File: config.mk
export PLATFORM = sky130hd
export DESIGN_NAME = fpcu_ctrl
export DESIGN_NICKNAME = d
export VERILOG_FILES = /design/src/design/fpcu_pkg.sv /design/src/design/fpcu_ctrl.sv
export SDC_FILE = /design/constraint.sdc
export NUM_CORES = 1
export LEC_CHECK = 0
export BUFFER_PORTS_ARGS = -buffer_cell sky130_fd_sc_hd__buf_4
export CAP_MARGIN = 20
export CORE_MARGIN = 4
export CORE_UTILIZATION = 48
export DETAILED_ROUTE_END_ITERATION = 10
export PLACE_DENSITY = 0.78
export SLEW_MARGIN = 10
export SYNTH_ARGS = -nofsm -noshare
export SYNTH_HDL_FRONTEND = slang
export SYNTH_SLANG_ARGS = --single-unit
File: constraint.sdc
create_clock -name i_clk -period 1.95 [get_ports i_clk]
set_clock_uncertainty 0.15 [all_clocks]
set_input_delay 0.39 -clock i_clk [delete_from_list [all_inputs] [get_ports i_clk]]
set_output_delay 0.39 -clock i_clk [all_outputs]
set_load 0.03 [all_outputs]
File: src/design/fpcu_pkg.sv
// Shared types, codes and constants of the fixed-point calculator unit.
package fpcu_pkg;

    localparam int DATA_W    = 32;
    localparam int FRAC_W    = 16;
    localparam int ROOT_ITER = 8;

    localparam logic [2:0] FUNC_ADD  = 3'd0;
    localparam logic [2:0] FUNC_SUB  = 3'd1;
    localparam logic [2:0] FUNC_MUL  = 3'd2;
    localparam logic [2:0] FUNC_DIV  = 3'd3;
    localparam logic [2:0] FUNC_POW  = 3'd4;
    localparam logic [2:0] FUNC_ROOT = 3'd5;

    localparam logic [2:0] STAT_OK       = 3'd0;
    localparam logic [2:0] STAT_DIV0     = 3'd1;
    localparam logic [2:0] STAT_NEG_ROOT = 3'd2;
    localparam logic [2:0] STAT_SAT      = 3'd3;
    localparam logic [2:0] STAT_INVALID  = 3'd4;

    typedef struct packed {
        logic [2:0]               func;
        logic signed [DATA_W-1:0] operand_a;
        logic signed [DATA_W-1:0] operand_b;
    } t_fpcu_in;

    typedef struct packed {
        logic signed [DATA_W-1:0] result;
        logic [2:0]               status;
    } t_fpcu_out;

    typedef enum logic [4:0] {
        S_IDLE, S_DISPATCH, S_MUL_PACK, S_DIV_STEP, S_DIV_PACK,
        S_POW_MUL, S_POW_UPD, S_POW_PACK, S_ROOT_LEN, S_ROOT_NORM,
        S_ROOT_M1, S_ROOT_M2, S_ROOT_M3, S_ROOT_B, S_ROOT_PACK, S_DONE
    } t_state;

    typedef enum logic [4:0] {
        CMD_NOP, CMD_LOAD, CMD_ADD, CMD_MUL, CMD_MUL_PACK,
        CMD_DIV_INIT, CMD_DIV_STEP, CMD_DIV_PACK,
        CMD_POW_INIT, CMD_POW_MUL, CMD_POW_UPD, CMD_POW_PACK,
        CMD_ROOT_INIT, CMD_ROOT_LEN, CMD_ROOT_NORM, CMD_ROOT_M1,
        CMD_ROOT_M2, CMD_ROOT_M3, CMD_ROOT_B, CMD_ROOT_PACK,
        CMD_ZERO, CMD_ONE, CMD_ERR
    } t_cmd;

    typedef struct packed {
        t_cmd       cmd;
        logic [2:0] err;
    } t_ctrl;

    typedef struct packed {
        logic [2:0] func;
        logic       na;
        logic       nb;
        logic       a_zero;
        logic       b_zero;
        logic       div_last;
        logic       pow_stop;
        logic       len_done;
        logic       root_stop;
    } t_stat;

endpackage

File: src/design/fpcu_ctrl.sv
// Controller state machine that sequences the calculator datapath.
module fpcu_ctrl (
    input  logic            i_clk,
    input  logic            i_rst_n,
    input  logic            i_start,
    input  fpcu_pkg::t_stat i_stat,
    output fpcu_pkg::t_ctrl o_ctrl,
    output logic            o_busy,
    output logic            o_valid
);

    fpcu_pkg::t_state r_state;
    fpcu_pkg::t_state n_state;

    always_ff @(posedge i_clk) begin
        if (!i_rst_n) begin
            r_state <= fpcu_pkg::S_IDLE;
        end else begin
            r_state <= n_state;
        end
    end

    always_comb begin
        n_state = r_state;
        case (r_state)
            fpcu_pkg::S_IDLE: begin
                if (i_start) n_state = fpcu_pkg::S_DISPATCH;
            end
            fpcu_pkg::S_DISPATCH: begin
                case (i_stat.func)
                    fpcu_pkg::FUNC_MUL: n_state = fpcu_pkg::S_MUL_PACK;
                    fpcu_pkg::FUNC_DIV: begin
                        n_state = i_stat.b_zero ? fpcu_pkg::S_DONE : fpcu_pkg::S_DIV_STEP;
                    end
                    fpcu_pkg::FUNC_POW: begin
                        if (i_stat.a_zero || i_stat.nb || i_stat.b_zero) begin
                            n_state = fpcu_pkg::S_DONE;
                        end else begin
                            n_state = fpcu_pkg::S_POW_MUL;
                        end
                    end
                    fpcu_pkg::FUNC_ROOT: begin
                        if (i_stat.na || i_stat.a_zero) begin
                            n_state = fpcu_pkg::S_DONE;
                        end else begin
                            n_state = fpcu_pkg::S_ROOT_LEN;
                        end
                    end
                    default: n_state = fpcu_pkg::S_DONE;
                endcase
            end
            fpcu_pkg::S_MUL_PACK: n_state = fpcu_pkg::S_DONE;
            fpcu_pkg::S_DIV_STEP: begin
                if (i_stat.div_last) n_state = fpcu_pkg::S_DIV_PACK;
            end
            fpcu_pkg::S_DIV_PACK: n_state = fpcu_pkg::S_DONE;
            fpcu_pkg::S_POW_MUL:  n_state = fpcu_pkg::S_POW_UPD;
            fpcu_pkg::S_POW_UPD: begin
                n_state = i_stat.pow_stop ? fpcu_pkg::S_POW_PACK : fpcu_pkg::S_POW_MUL;
            end
            fpcu_pkg::S_POW_PACK: n_state = fpcu_pkg::S_DONE;
            fpcu_pkg::S_ROOT_LEN: begin
                if (i_stat.len_done) n_state = fpcu_pkg::S_ROOT_NORM;
            end
            fpcu_pkg::S_ROOT_NORM: n_state = fpcu_pkg::S_ROOT_M1;
            fpcu_pkg::S_ROOT_M1:   n_state = fpcu_pkg::S_ROOT_M2;
            fpcu_pkg::S_ROOT_M2:   n_state = fpcu_pkg::S_ROOT_M3;
            fpcu_pkg::S_ROOT_M3:   n_state = fpcu_pkg::S_ROOT_B;
            fpcu_pkg::S_ROOT_B: begin
                n_state = i_stat.root_stop ? fpcu_pkg::S_ROOT_PACK : fpcu_pkg::S_ROOT_M1;
            end
            fpcu_pkg::S_ROOT_PACK: n_state = fpcu_pkg::S_DONE;
            fpcu_pkg::S_DONE:      n_state = fpcu_pkg::S_IDLE;
            default:               n_state = fpcu_pkg::S_IDLE;
        endcase
    end

    always_comb begin
        o_ctrl.cmd = fpcu_pkg::CMD_NOP;
        o_ctrl.err = fpcu_pkg::STAT_OK;
        o_busy     = (r_state != fpcu_pkg::S_IDLE);
        o_valid    = (r_state == fpcu_pkg::S_DONE);
        case (r_state)
            fpcu_pkg::S_IDLE: begin
                if (i_start) o_ctrl.cmd = fpcu_pkg::CMD_LOAD;
            end
            fpcu_pkg::S_DISPATCH: begin
                case (i_stat.func)
                    fpcu_pkg::FUNC_ADD: o_ctrl.cmd = fpcu_pkg::CMD_ADD;
                    fpcu_pkg::FUNC_SUB: o_ctrl.cmd = fpcu_pkg::CMD_ADD;
                    fpcu_pkg::FUNC_MUL: o_ctrl.cmd = fpcu_pkg::CMD_MUL;
                    fpcu_pkg::FUNC_DIV: begin
                        if (i_stat.b_zero) begin
                            o_ctrl.cmd = fpcu_pkg::CMD_ERR;
                            o_ctrl.err = fpcu_pkg::STAT_DIV0;
                        end else begin
                            o_ctrl.cmd = fpcu_pkg::CMD_DIV_INIT;
                        end
                    end
                    fpcu_pkg::FUNC_POW: begin
                        if (i_stat.a_zero) begin
                            o_ctrl.cmd = fpcu_pkg::CMD_ZERO;
                        end else if (i_stat.nb || i_stat.b_zero) begin
                            o_ctrl.cmd = fpcu_pkg::CMD_ONE;
                        end else begin
                            o_ctrl.cmd = fpcu_pkg::CMD_POW_INIT;
                        end
                    end
                    fpcu_pkg::FUNC_ROOT: begin
                        if (i_stat.na) begin
                            o_ctrl.cmd = fpcu_pkg::CMD_ERR;
                            o_ctrl.err = fpcu_pkg::STAT_NEG_ROOT;
                        end else if (i_stat.a_zero) begin
                            o_ctrl.cmd = fpcu_pkg::CMD_ZERO;
                        end else begin
                            o_ctrl.cmd = fpcu_pkg::CMD_ROOT_INIT;
                        end
                    end
                    default: begin
                        o_ctrl.cmd = fpcu_pkg::CMD_ERR;
                        o_ctrl.err = fpcu_pkg::STAT_INVALID;
                    end
                endcase
            end
            fpcu_pkg::S_MUL_PACK:  o_ctrl.cmd = fpcu_pkg::CMD_MUL_PACK;
            fpcu_pkg::S_DIV_STEP:  o_ctrl.cmd = fpcu_pkg::CMD_DIV_STEP;
            fpcu_pkg::S_DIV_PACK:  o_ctrl.cmd = fpcu_pkg::CMD_DIV_PACK;
            fpcu_pkg::S_POW_MUL:   o_ctrl.cmd = fpcu_pkg::CMD_POW_MUL;
            fpcu_pkg::S_POW_UPD:   o_ctrl.cmd = fpcu_pkg::CMD_POW_UPD;
            fpcu_pkg::S_POW_PACK:  o_ctrl.cmd = fpcu_pkg::CMD_POW_PACK;
            fpcu_pkg::S_ROOT_LEN:  o_ctrl.cmd = fpcu_pkg::CMD_ROOT_LEN;
            fpcu_pkg::S_ROOT_NORM: o_ctrl.cmd = fpcu_pkg::CMD_ROOT_NORM;
            fpcu_pkg::S_ROOT_M1:   o_ctrl.cmd = fpcu_pkg::CMD_ROOT_M1;
            fpcu_pkg::S_ROOT_M2:   o_ctrl.cmd = fpcu_pkg::CMD_ROOT_M2;
            fpcu_pkg::S_ROOT_M3:   o_ctrl.cmd = fpcu_pkg::CMD_ROOT_M3;
            fpcu_pkg::S_ROOT_B:    o_ctrl.cmd = fpcu_pkg::CMD_ROOT_B;
            fpcu_pkg::S_ROOT_PACK: o_ctrl.cmd = fpcu_pkg::CMD_ROOT_PACK;
            default:               o_ctrl.cmd = fpcu_pkg::CMD_NOP;
        endcase
    end

endmodule

==> flow_metrics.py, run 1 <==
metrics = {
    "yosys": {
        "synth_cells": 97,
        "synth_edf_count": 0,
        "synth-main-ff-cell": "dfxtp_1",
        "syn_nets": 111,
        "synth_cell_types": 41,
        "postSynthAreaPerCell_sq_um": 6.707,
        "ys_seq_elements": 4,
        "synth_seq_area_share_pct": 12.31,
        "async_flop_share_pct": 0,
        "syn-cell-area_sq_um": 650.6,
        "yosysWarnings": 0,
    },
    "clock_network": {
        "cts_buffers": 3,
        "clockBufferDepth": 2,
        "cts_hold_buf": 0,
        "root_buffer": "clkbuf_4",
        "htreeDepth": 1,
        "numClockSinks": 4,
    },
    "status": {
        "error": "[ERROR DPL-0038] Utilization greater than 100%, impossible to legalize",
        "lastStage": "global routing",
        "status": "stopped before the end",
    },
    "timing": {
        "worst_endpoint": "o_ctrl[6]",
        "endpoint_type": "top-level output",
    },
    "placement": {
        "io_buffers": 23,
        "gp_congestion": 0.9062,
        "dp_hpwl_microns": 1719,
    },
    "global_routing": {
        "grt_max_degree": 12,
    },
    "die": {
        "rows": 13,
        "floorplan.initialDensity_pct": 50.63,
        "pin_count": 24,
        "die_x_microns": 44.82,
        "die_h_microns": 44.82,
    },
}
cell usage after synthesis (all sizes together), types with 2 or more instances:
master / n / area [sq um]
a31oi: 3 / 18.77
nand2b: 3 / 18.77
a221oi: 2 / 23.77
o21ai: 9 / 45.04
xnor2: 2 / 17.52
nor2b: 4 / 25.02
mux2i: 2 / 20.02
a22o: 2 / 17.52
clkbuf: 3 / 11.26
nor3b: 2 / 15.01
nor3: 3 / 15.01
inv: 6 / 22.52
dfxtp: 4 / 80.08
buf: 4 / 26.27
nand2: 10 / 37.54
a21oi: 5 / 28.78
nand3: 3 / 15.01
o31ai: 2 / 15.01
a211o: 2 / 17.52
nand4: 2 / 12.51
nor2: 7 / 26.28
through the flow:
| step | worst slack [ns] | hold WS (ns) | util [%] | std cells | instance area, sq um |
|---|---|---|---|---|---|
| 2_1_floorplan | -0.1065 | 0.3578 | - | 97 | 691.9 |
| 3_3_place_gp | -0.2635 | 0.4651 | 78.48 | 151 | 1008 |
| 3_5_place_dp | -0.2670 | 0.4784 | 78.48 | 151 | 1008 |
| 4_1_cts | -0.1405 | 0.2376 | 94.16 | 159 | 1210 |
what timing repair did:
action,CTS
gates resized for setup,35
setup endpoints to repair,9
setup buffers,5
pin swaps,14
cells by family after synthesis:
kind of cell | after synthesis | synth area share [%]
flops | 4 | 12.31
mux | 2 | 3.077
compound gates | 32 | 34.23
xor+xnor | 3 | 4.039
simple gates | 43 | 37.12
buf+inv | 13 | 9.230
==> inputs of run 2 (changes only) <==
- CORE_AREA: not set -> 4 4 65 67
- CORE_MARGIN: 4 -> not set
- CORE_UTILIZATION: 48 -> not set
- DIE_AREA: not set -> 0 0 69 71
- PLACE_DENSITY: 0.78 -> not set
- PLACE_DENSITY_LB_ADDON: not set -> 0.15
==> run 2 against run 1 <==
Against the previous run:
- the flow now finishes, with violations (setup timing)
- synthesized cell count stayed put
- area after synthesis unchanged
==> flow_metrics.py, run 2 <==
metrics = {
    "yosys": {
        "syn-cell-area_sq_um": 650.6,
        "synth_seq_area_share_pct": 12.31,
        "synth_top_area_cell": "dfxtp_1",
        "synth-main-ff-cell": "dfxtp_1",
        "ys_seq_elements": 4,
        "postSynthAreaPerCell_sq_um": 6.707,
        "syn_nets": 111,
        "synth_cells": 97,
        "synth_common_cells": "10 x nand2_1, 9 x o21ai_0, 7 x nor2_1",
        "synth_top_area_share_pct": 12.31,
        "synth_edf_count": 0,
        "synth.most_common_cell": "nand2_1",
        "yosysWarnings": 0,
        "ys_top_cells_by_area": "dfxtp_1 12%, o21ai_0 6.9%, nand2_1 5.8%",
        "async_flop_share_pct": 0,
        "synth_cell_types": 41,
    },
    "hold_path": {
        "hold_class": "primary input to flop",
    },
    "detailed_routing": {
        "via_per_inst": 4.684,
        "dr_total_vias": 918,
        "drt_iter0_drc": 28,
        "wl_per_cell_microns": 12.69,
        "wirelength_microns": 2488,
        "drc": 0,
        "drtPass1Iterations": 4,
        "ant_nets": 0,
    },
    "critical_path": {
        "crit_path_end_kind": "primary output",
        "crit_chain": "buf_6, or3b_4, a21oi_4, a31oi_4, o31ai_4, buf_6",
        "max_stage_delay_ns": 0.41,
        "rr_worst_depth": 6,
        "crit_fanout": 2,
        "crit_type": "primary input to primary output",
        "path_delay_family": "compound AO/OA/AOI/OAI gates",
        "cp_num_buf_inv": 2,
        "r2r_setup_slack_ns": 0.15,
        "rr_endpoint": "r_state[2]$_SDFFE_PN0P_",
        "arrival_ns": 1.52,
        "start_kind": "primary input",
        "crit_path_start": "i_stat[9]",
        "slowest_stage": "or3b_4",
        "r2r-start": "r_state[1]$_SDFFE_PN0P_",
        "cpMostUsedCell": "buf_6",
        "crit_cells": 6,
        "crit_path_end": "o_ctrl[6]",
        "required_ns": 1.41,
    },
    "die": {
        "pin_count": 24,
        "rows": 22,
        "core_area_sq_mm": 0.003633,
        "die_x_microns": 69,
        "die_h_microns": 71,
        "floorplan.initialDensity_pct": 17.91,
        "die_area_sq_mm": 0.004899,
    },
    "global_routing": {
        "grt_first_pass_wirelength_microns": 4181,
        "grt-ovfl-total": 0,
        "first_global_vias": 956,
        "grt_max_degree": 14,
        "globalRouteTotalUtil_pct": 10.15,
        "antenna_found_initial": 0,
    },
    "timing": {
        "setup_violations": 5,
        "post-route-period-util_pct": 105.5,
        "finalHoldViolations": 0,
        "final_max_slew_viol_count": 0,
        "final.min_clock_period_ns": 2.057,
        "rsz0062_at_grt": "true",
        "holdWs_ns": 0.2567,
        "tightest_slew_ns": 0.3455,
        "clock.fmax_mhz": 486.1,
        "fin_ws_ns": -0.1071,
        "slew_headroom_pct": 76.73,
    },
    "power_and_ir_drop": {
        "powerDensity_mw_per_mm2": 1381,
        "p_leak_nw": 0.5763,
        "max-vdd-ir-drop_uv": 269.7,
    },
    "final_layout": {
        "top_register": "r_state",
        "final_core_util_pct": 36.67,
        "final_cell_mix": "40 x buf_4, 15 x buf_6, 10 x nand2_1",
        "area_growth_pct": 104.8,
        "drive_above_1_share_pct": 58.11,
        "nNetsFinal": 164,
        "fillers": 388,
        "mostFrequentLayoutCell": "buf_4",
        "fin_area_sq_mm": 0.001333,
        "diodes": 0,
        "top_regs": "r_state (4)",
        "largest_reg_flops": 4,
    },
    "status": {
        "status": "finished with violations",
        "violations": "setup timing",
    },
    "clock_network": {
        "clock_latency_ns": 0.21,
        "htreeDepth": 1,
        "cts_buffers": 3,
        "clkTransAtPathRegs_ns": 0.03,
        "cts_hold_buf": 0,
        "root_buffer": "clkbuf_8",
        "cts_tree": "yes",
        "clockBufferDepth": 2,
        "numClockSinks": 4,
    },
    "run": {
        "timing.max_cap.violations": 0,
    },
    "placement": {
        "io_buffers": 23,
        "pre_cts_slack_ns": -0.3025,
        "dp_hpwl_microns": 2015,
        "gp_congestion": 0.7858,
        "placed_area_sq_mm": 0.001080,
    },
}
-- run 2: timing repair --
action	CTS	global route
endpoints found under the setup margin	8	8
gates resized for setup	36	7
pin swaps	14	10
buffers inserted	5	0
-- run 2: how the worst min path moves through the flow --
| stage | endpoint | depth (start not counted) | from |
|---|---|---|---|
| global route | r_state[1]$_SDFFE_PN0P_ | 2 | i_rst_n |
| CTS | r_state[1]$_SDFFE_PN0P_ | 2 | i_rst_n |
| detailed placement | r_state[1]$_SDFFE_PN0P_ | 2 | i_rst_n |
| floorplan | r_state[1]$_SDFFE_PN0P_ | 1 | i_rst_n |
| finish | r_state[1]$_SDFFE_PN0P_ | 2 | i_rst_n |
| global placement | r_state[1]$_SDFFE_PN0P_ | 2 | i_rst_n |
-- run 2: final cells by class --
type                    count  area [sq um]  share of cell area (%)
inverters                   6         22.52                   1.690
repair buffers             55         469.2                   35.21
flip-flops and latches      4         92.59                   6.948
clock buffers               3         41.29                   3.099
multi-input cells          80         646.9                   48.54
well taps                  48         60.06                   4.507
-- run 2: worst register-to-register path, stage by stage (launching register included) --
cell,delay (ns)
dfxtp_4,0.34
buf_6,0.11
or4b_4,0.50
buf_4,0.16
a21oi_2,0.12
nand2_1,0.09
a221oi_2,0.23
-- run 2: layer usage --
layer | global-route usage, % | part of all wire [%]
met5 | 0 | 0
met4 | 1.302 | 0.72
met3 | 3.125 | 4.9
met2 | 18.11 | 51
met1 | 12.25 | 43
-- run 2: logic make-up after synthesis --
logic type | share of synthesized area (%)
buf+inv | 9.230
compound gates | 34.23
simple gates | 37.12
xor+xnor | 4.039
flops | 12.31
mux | 3.077
-- run 2: report_power, final --
part | switching, mW | internal (mW)
registers | 0.0895 | 0.138
logic | 0.752 | 0.692
clock network | 0.0375 | 0.131
-- run 2: per-stage QoR --
stage	power [mW]	setup TNS (ns)	cells
2_1_floorplan	0.9975	-0.1572	97
3_3_place_gp	1.464	-0.9569	188
3_5_place_dp	1.450	-0.9447	188
4_1_cts	1.823	-0.2293	196
5_1_grt	1.976	-0.5061	196
6_report	1.840	-0.1987	196
No activity file was read; power rests on OpenSTA's default activity.
==> inputs of run 3 (changes only) <==
- SKIP_LAST_GASP: not set -> 1
==> run 3 against run 2 <==
Against the previous run:
- the run still ends with setup timing left
- register-to-register slack about the same
- non-clock buffer count unchanged
- final area down 1.1%
- critical path type unchanged
- largest cell class unchanged
==> flow_metrics.py, run 3 (same netlist as run 2, synthesis figures left out) <==
metrics = {
    "status": {
        "violations": "setup timing",
        "status": "finished with violations",
    },
    "timing": {
        "finalHoldViolations": 0,
        "tightest_slew_ns": 0.3416,
        "setup_violations": 6,
        "rsz0062_at_grt": "true",
        "post-route-period-util_pct": 105.4,
        "slew_headroom_pct": 76.99,
        "fin_ws_ns": -0.1047,
        "setup_tns_ns": -0.2059,
        "clock.fmax_mhz": 486.7,
        "final_max_slew_viol_count": 0,
        "final.min_clock_period_ns": 2.055,
    },
    "clock_network": {
        "cts_tree": "yes",
        "cts_buffers": 3,
        "numClockSinks": 4,
        "clkTransAtPathRegs_ns": 0.03,
        "clockBufferDepth": 2,
        "root_buffer": "clkbuf_8",
        "clock_latency_ns": 0.21,
        "htreeDepth": 1,
    },
    "placement": {
        "gp_congestion": 0.7858,
        "dp.cells": 188,
        "dp_hpwl_microns": 2015,
        "placed_area_sq_mm": 0.001080,
        "io_buffers": 23,
    },
    "critical_path": {
        "crit_type": "primary input to primary output",
        "crit_path_end_kind": "primary output",
        "required_ns": 1.41,
        "crit_fanout": 2,
        "start_kind": "primary input",
        "arrival_ns": 1.51,
        "r2r_setup_slack_ns": 0.15,
        "rr_endpoint": "r_state[2]$_SDFFE_PN0P_",
        "r2r-start": "r_state[1]$_SDFFE_PN0P_",
        "rr_worst_depth": 6,
    },
    "detailed_routing": {
        "wl_per_cell_microns": 12.78,
        "drt_iter0_drc": 16,
        "dr_total_vias": 924,
        "ant_nets": 0,
        "drc": 0,
        "drtPass1Iterations": 4,
        "wirelength_microns": 2504,
        "via_per_inst": 4.714,
    },
    "run": {
        "timing.max_cap.violations": 0,
    },
    "final_layout": {
        "fin_area_sq_mm": 0.001318,
        "final_cell_mix": "42 x buf_4, 13 x buf_6, 10 x nand2_1",
        "nNetsFinal": 164,
        "fillers": 394,
        "final_core_util_pct": 36.26,
        "top_register": "r_state",
        "mostFrequentLayoutCell": "buf_4",
        "drive_above_1_share_pct": 57.43,
        "area_growth_pct": 102.5,
        "diodes": 0,
        "largest_reg_flops": 4,
        "top_regs": "r_state (4)",
        "stdcell_count": 196,
    },
    "die": {
        "core_area_sq_mm": 0.003633,
        "floorplan.initialDensity_pct": 17.91,
        "die_area_sq_mm": 0.004899,
        "die_x_microns": 69,
        "die_h_microns": 71,
        "pin_count": 24,
        "rows": 22,
    },
    "global_routing": {
        "grt_first_pass_wirelength_microns": 4215,
        "first_global_vias": 967,
        "grt-ovfl-total": 0,
        "antenna_found_initial": 0,
        "globalRouteTotalUtil_pct": 10.27,
        "grt_max_degree": 14,
    },
    "power_and_ir_drop": {
        "p_leak_nw": 0.5687,
        "max-vdd-ir-drop_uv": 277.3,
        "powerDensity_mw_per_mm2": 1396,
        "power_mw": 1.839,
    },
    "hold_path": {
        "min_from": "i_rst_n",
        "worstHoldPathCells": 2,
        "hold_class": "primary input to flop",
        "hold_path_end": "r_state[1]$_SDFFE_PN0P_",
    },
}
## run 3: cell counts in the layout (fill, tap and decap cells not counted)
Identical to the previous run, type by type.
## run 3: how the worst max path moves through the flow
stage / from / endpoint / slack, ns / cells past startpoint
6_report: i_stat[9] / o_ctrl[6] / -0.10 / 6
3_5_place_dp: i_stat[9] / o_ctrl[6] / -0.30 / 6
3_3_place_gp: i_stat[9] / o_ctrl[6] / -0.28 / 6
5_1_grt: i_stat[9] / o_ctrl[6] / -0.14 / 6
2_1_floorplan: i_stat[9] / o_ctrl[6] / -0.11 / 4
4_1_cts: i_stat[4] / o_ctrl[6] / -0.11 / 6
## run 3: area by class of cell
class                   instances  area [sq um]  share of cell area (%)
multi-input cells              80         639.4                   48.53
clock buffers                   3         41.29                   3.134
inverters                       6         22.52                   1.709
well taps                      48         60.06                   4.558
repair buffers                 55         461.7                   35.04
flip-flops and latches          4         92.59                   7.028
## run 3: critical path: stages
cell	delay, ns
buf_6	0.09
or3b_4	0.41
a21oi_4	0.17
a31oi_4	0.11
o31ai_4	0.18
buf_6	0.16
## run 3: repair_timing
| action | in CTS | in global routing |
|---|---|---|
| hold buffers | 0 | 0 |
| cloned | 0 | 0 |
| pin swaps | 14 | 9 |
| setup buffers | 5 | 0 |
| endpoints found under the setup margin | 8 | 8 |
| endpoints found under the hold margin | 0 | 0 |
| resized for setup | 32 | 8 |
## run 3: power breakdown
| part | total [mW] | internal, mW | switching (mW) | leakage [nW] |
|---|---|---|---|---|
| logic | 1.44 | 0.689 | 0.752 | 0.512 |
| clock network | 0.169 | 0.131 | 0.0375 | 0.0216 |
| registers | 0.228 | 0.138 | 0.0896 | 0.0353 |
## run 3: metrics by stage
step	setup slack [ns]	hold WS (ns)
4_1_cts	-0.1083	0.2551
3_3_place_gp	-0.2777	0.4802
5_1_grt	-0.1367	0.2695
3_5_place_dp	-0.3025	0.4793
6_report	-0.1047	0.2572
2_1_floorplan	-0.1065	0.3578
## run 3: per-layer routing
layer / track usage, % / vias to the layer above / share of wire, %
li1: - / 462 / -
met1: 12.43 / 438 / 42
met2: 17.90 / 22 / 52
met3: 3.125 / 2 / 4.8
met4: 2.169 / 0 / 0.72
met5: 0 / - / 0
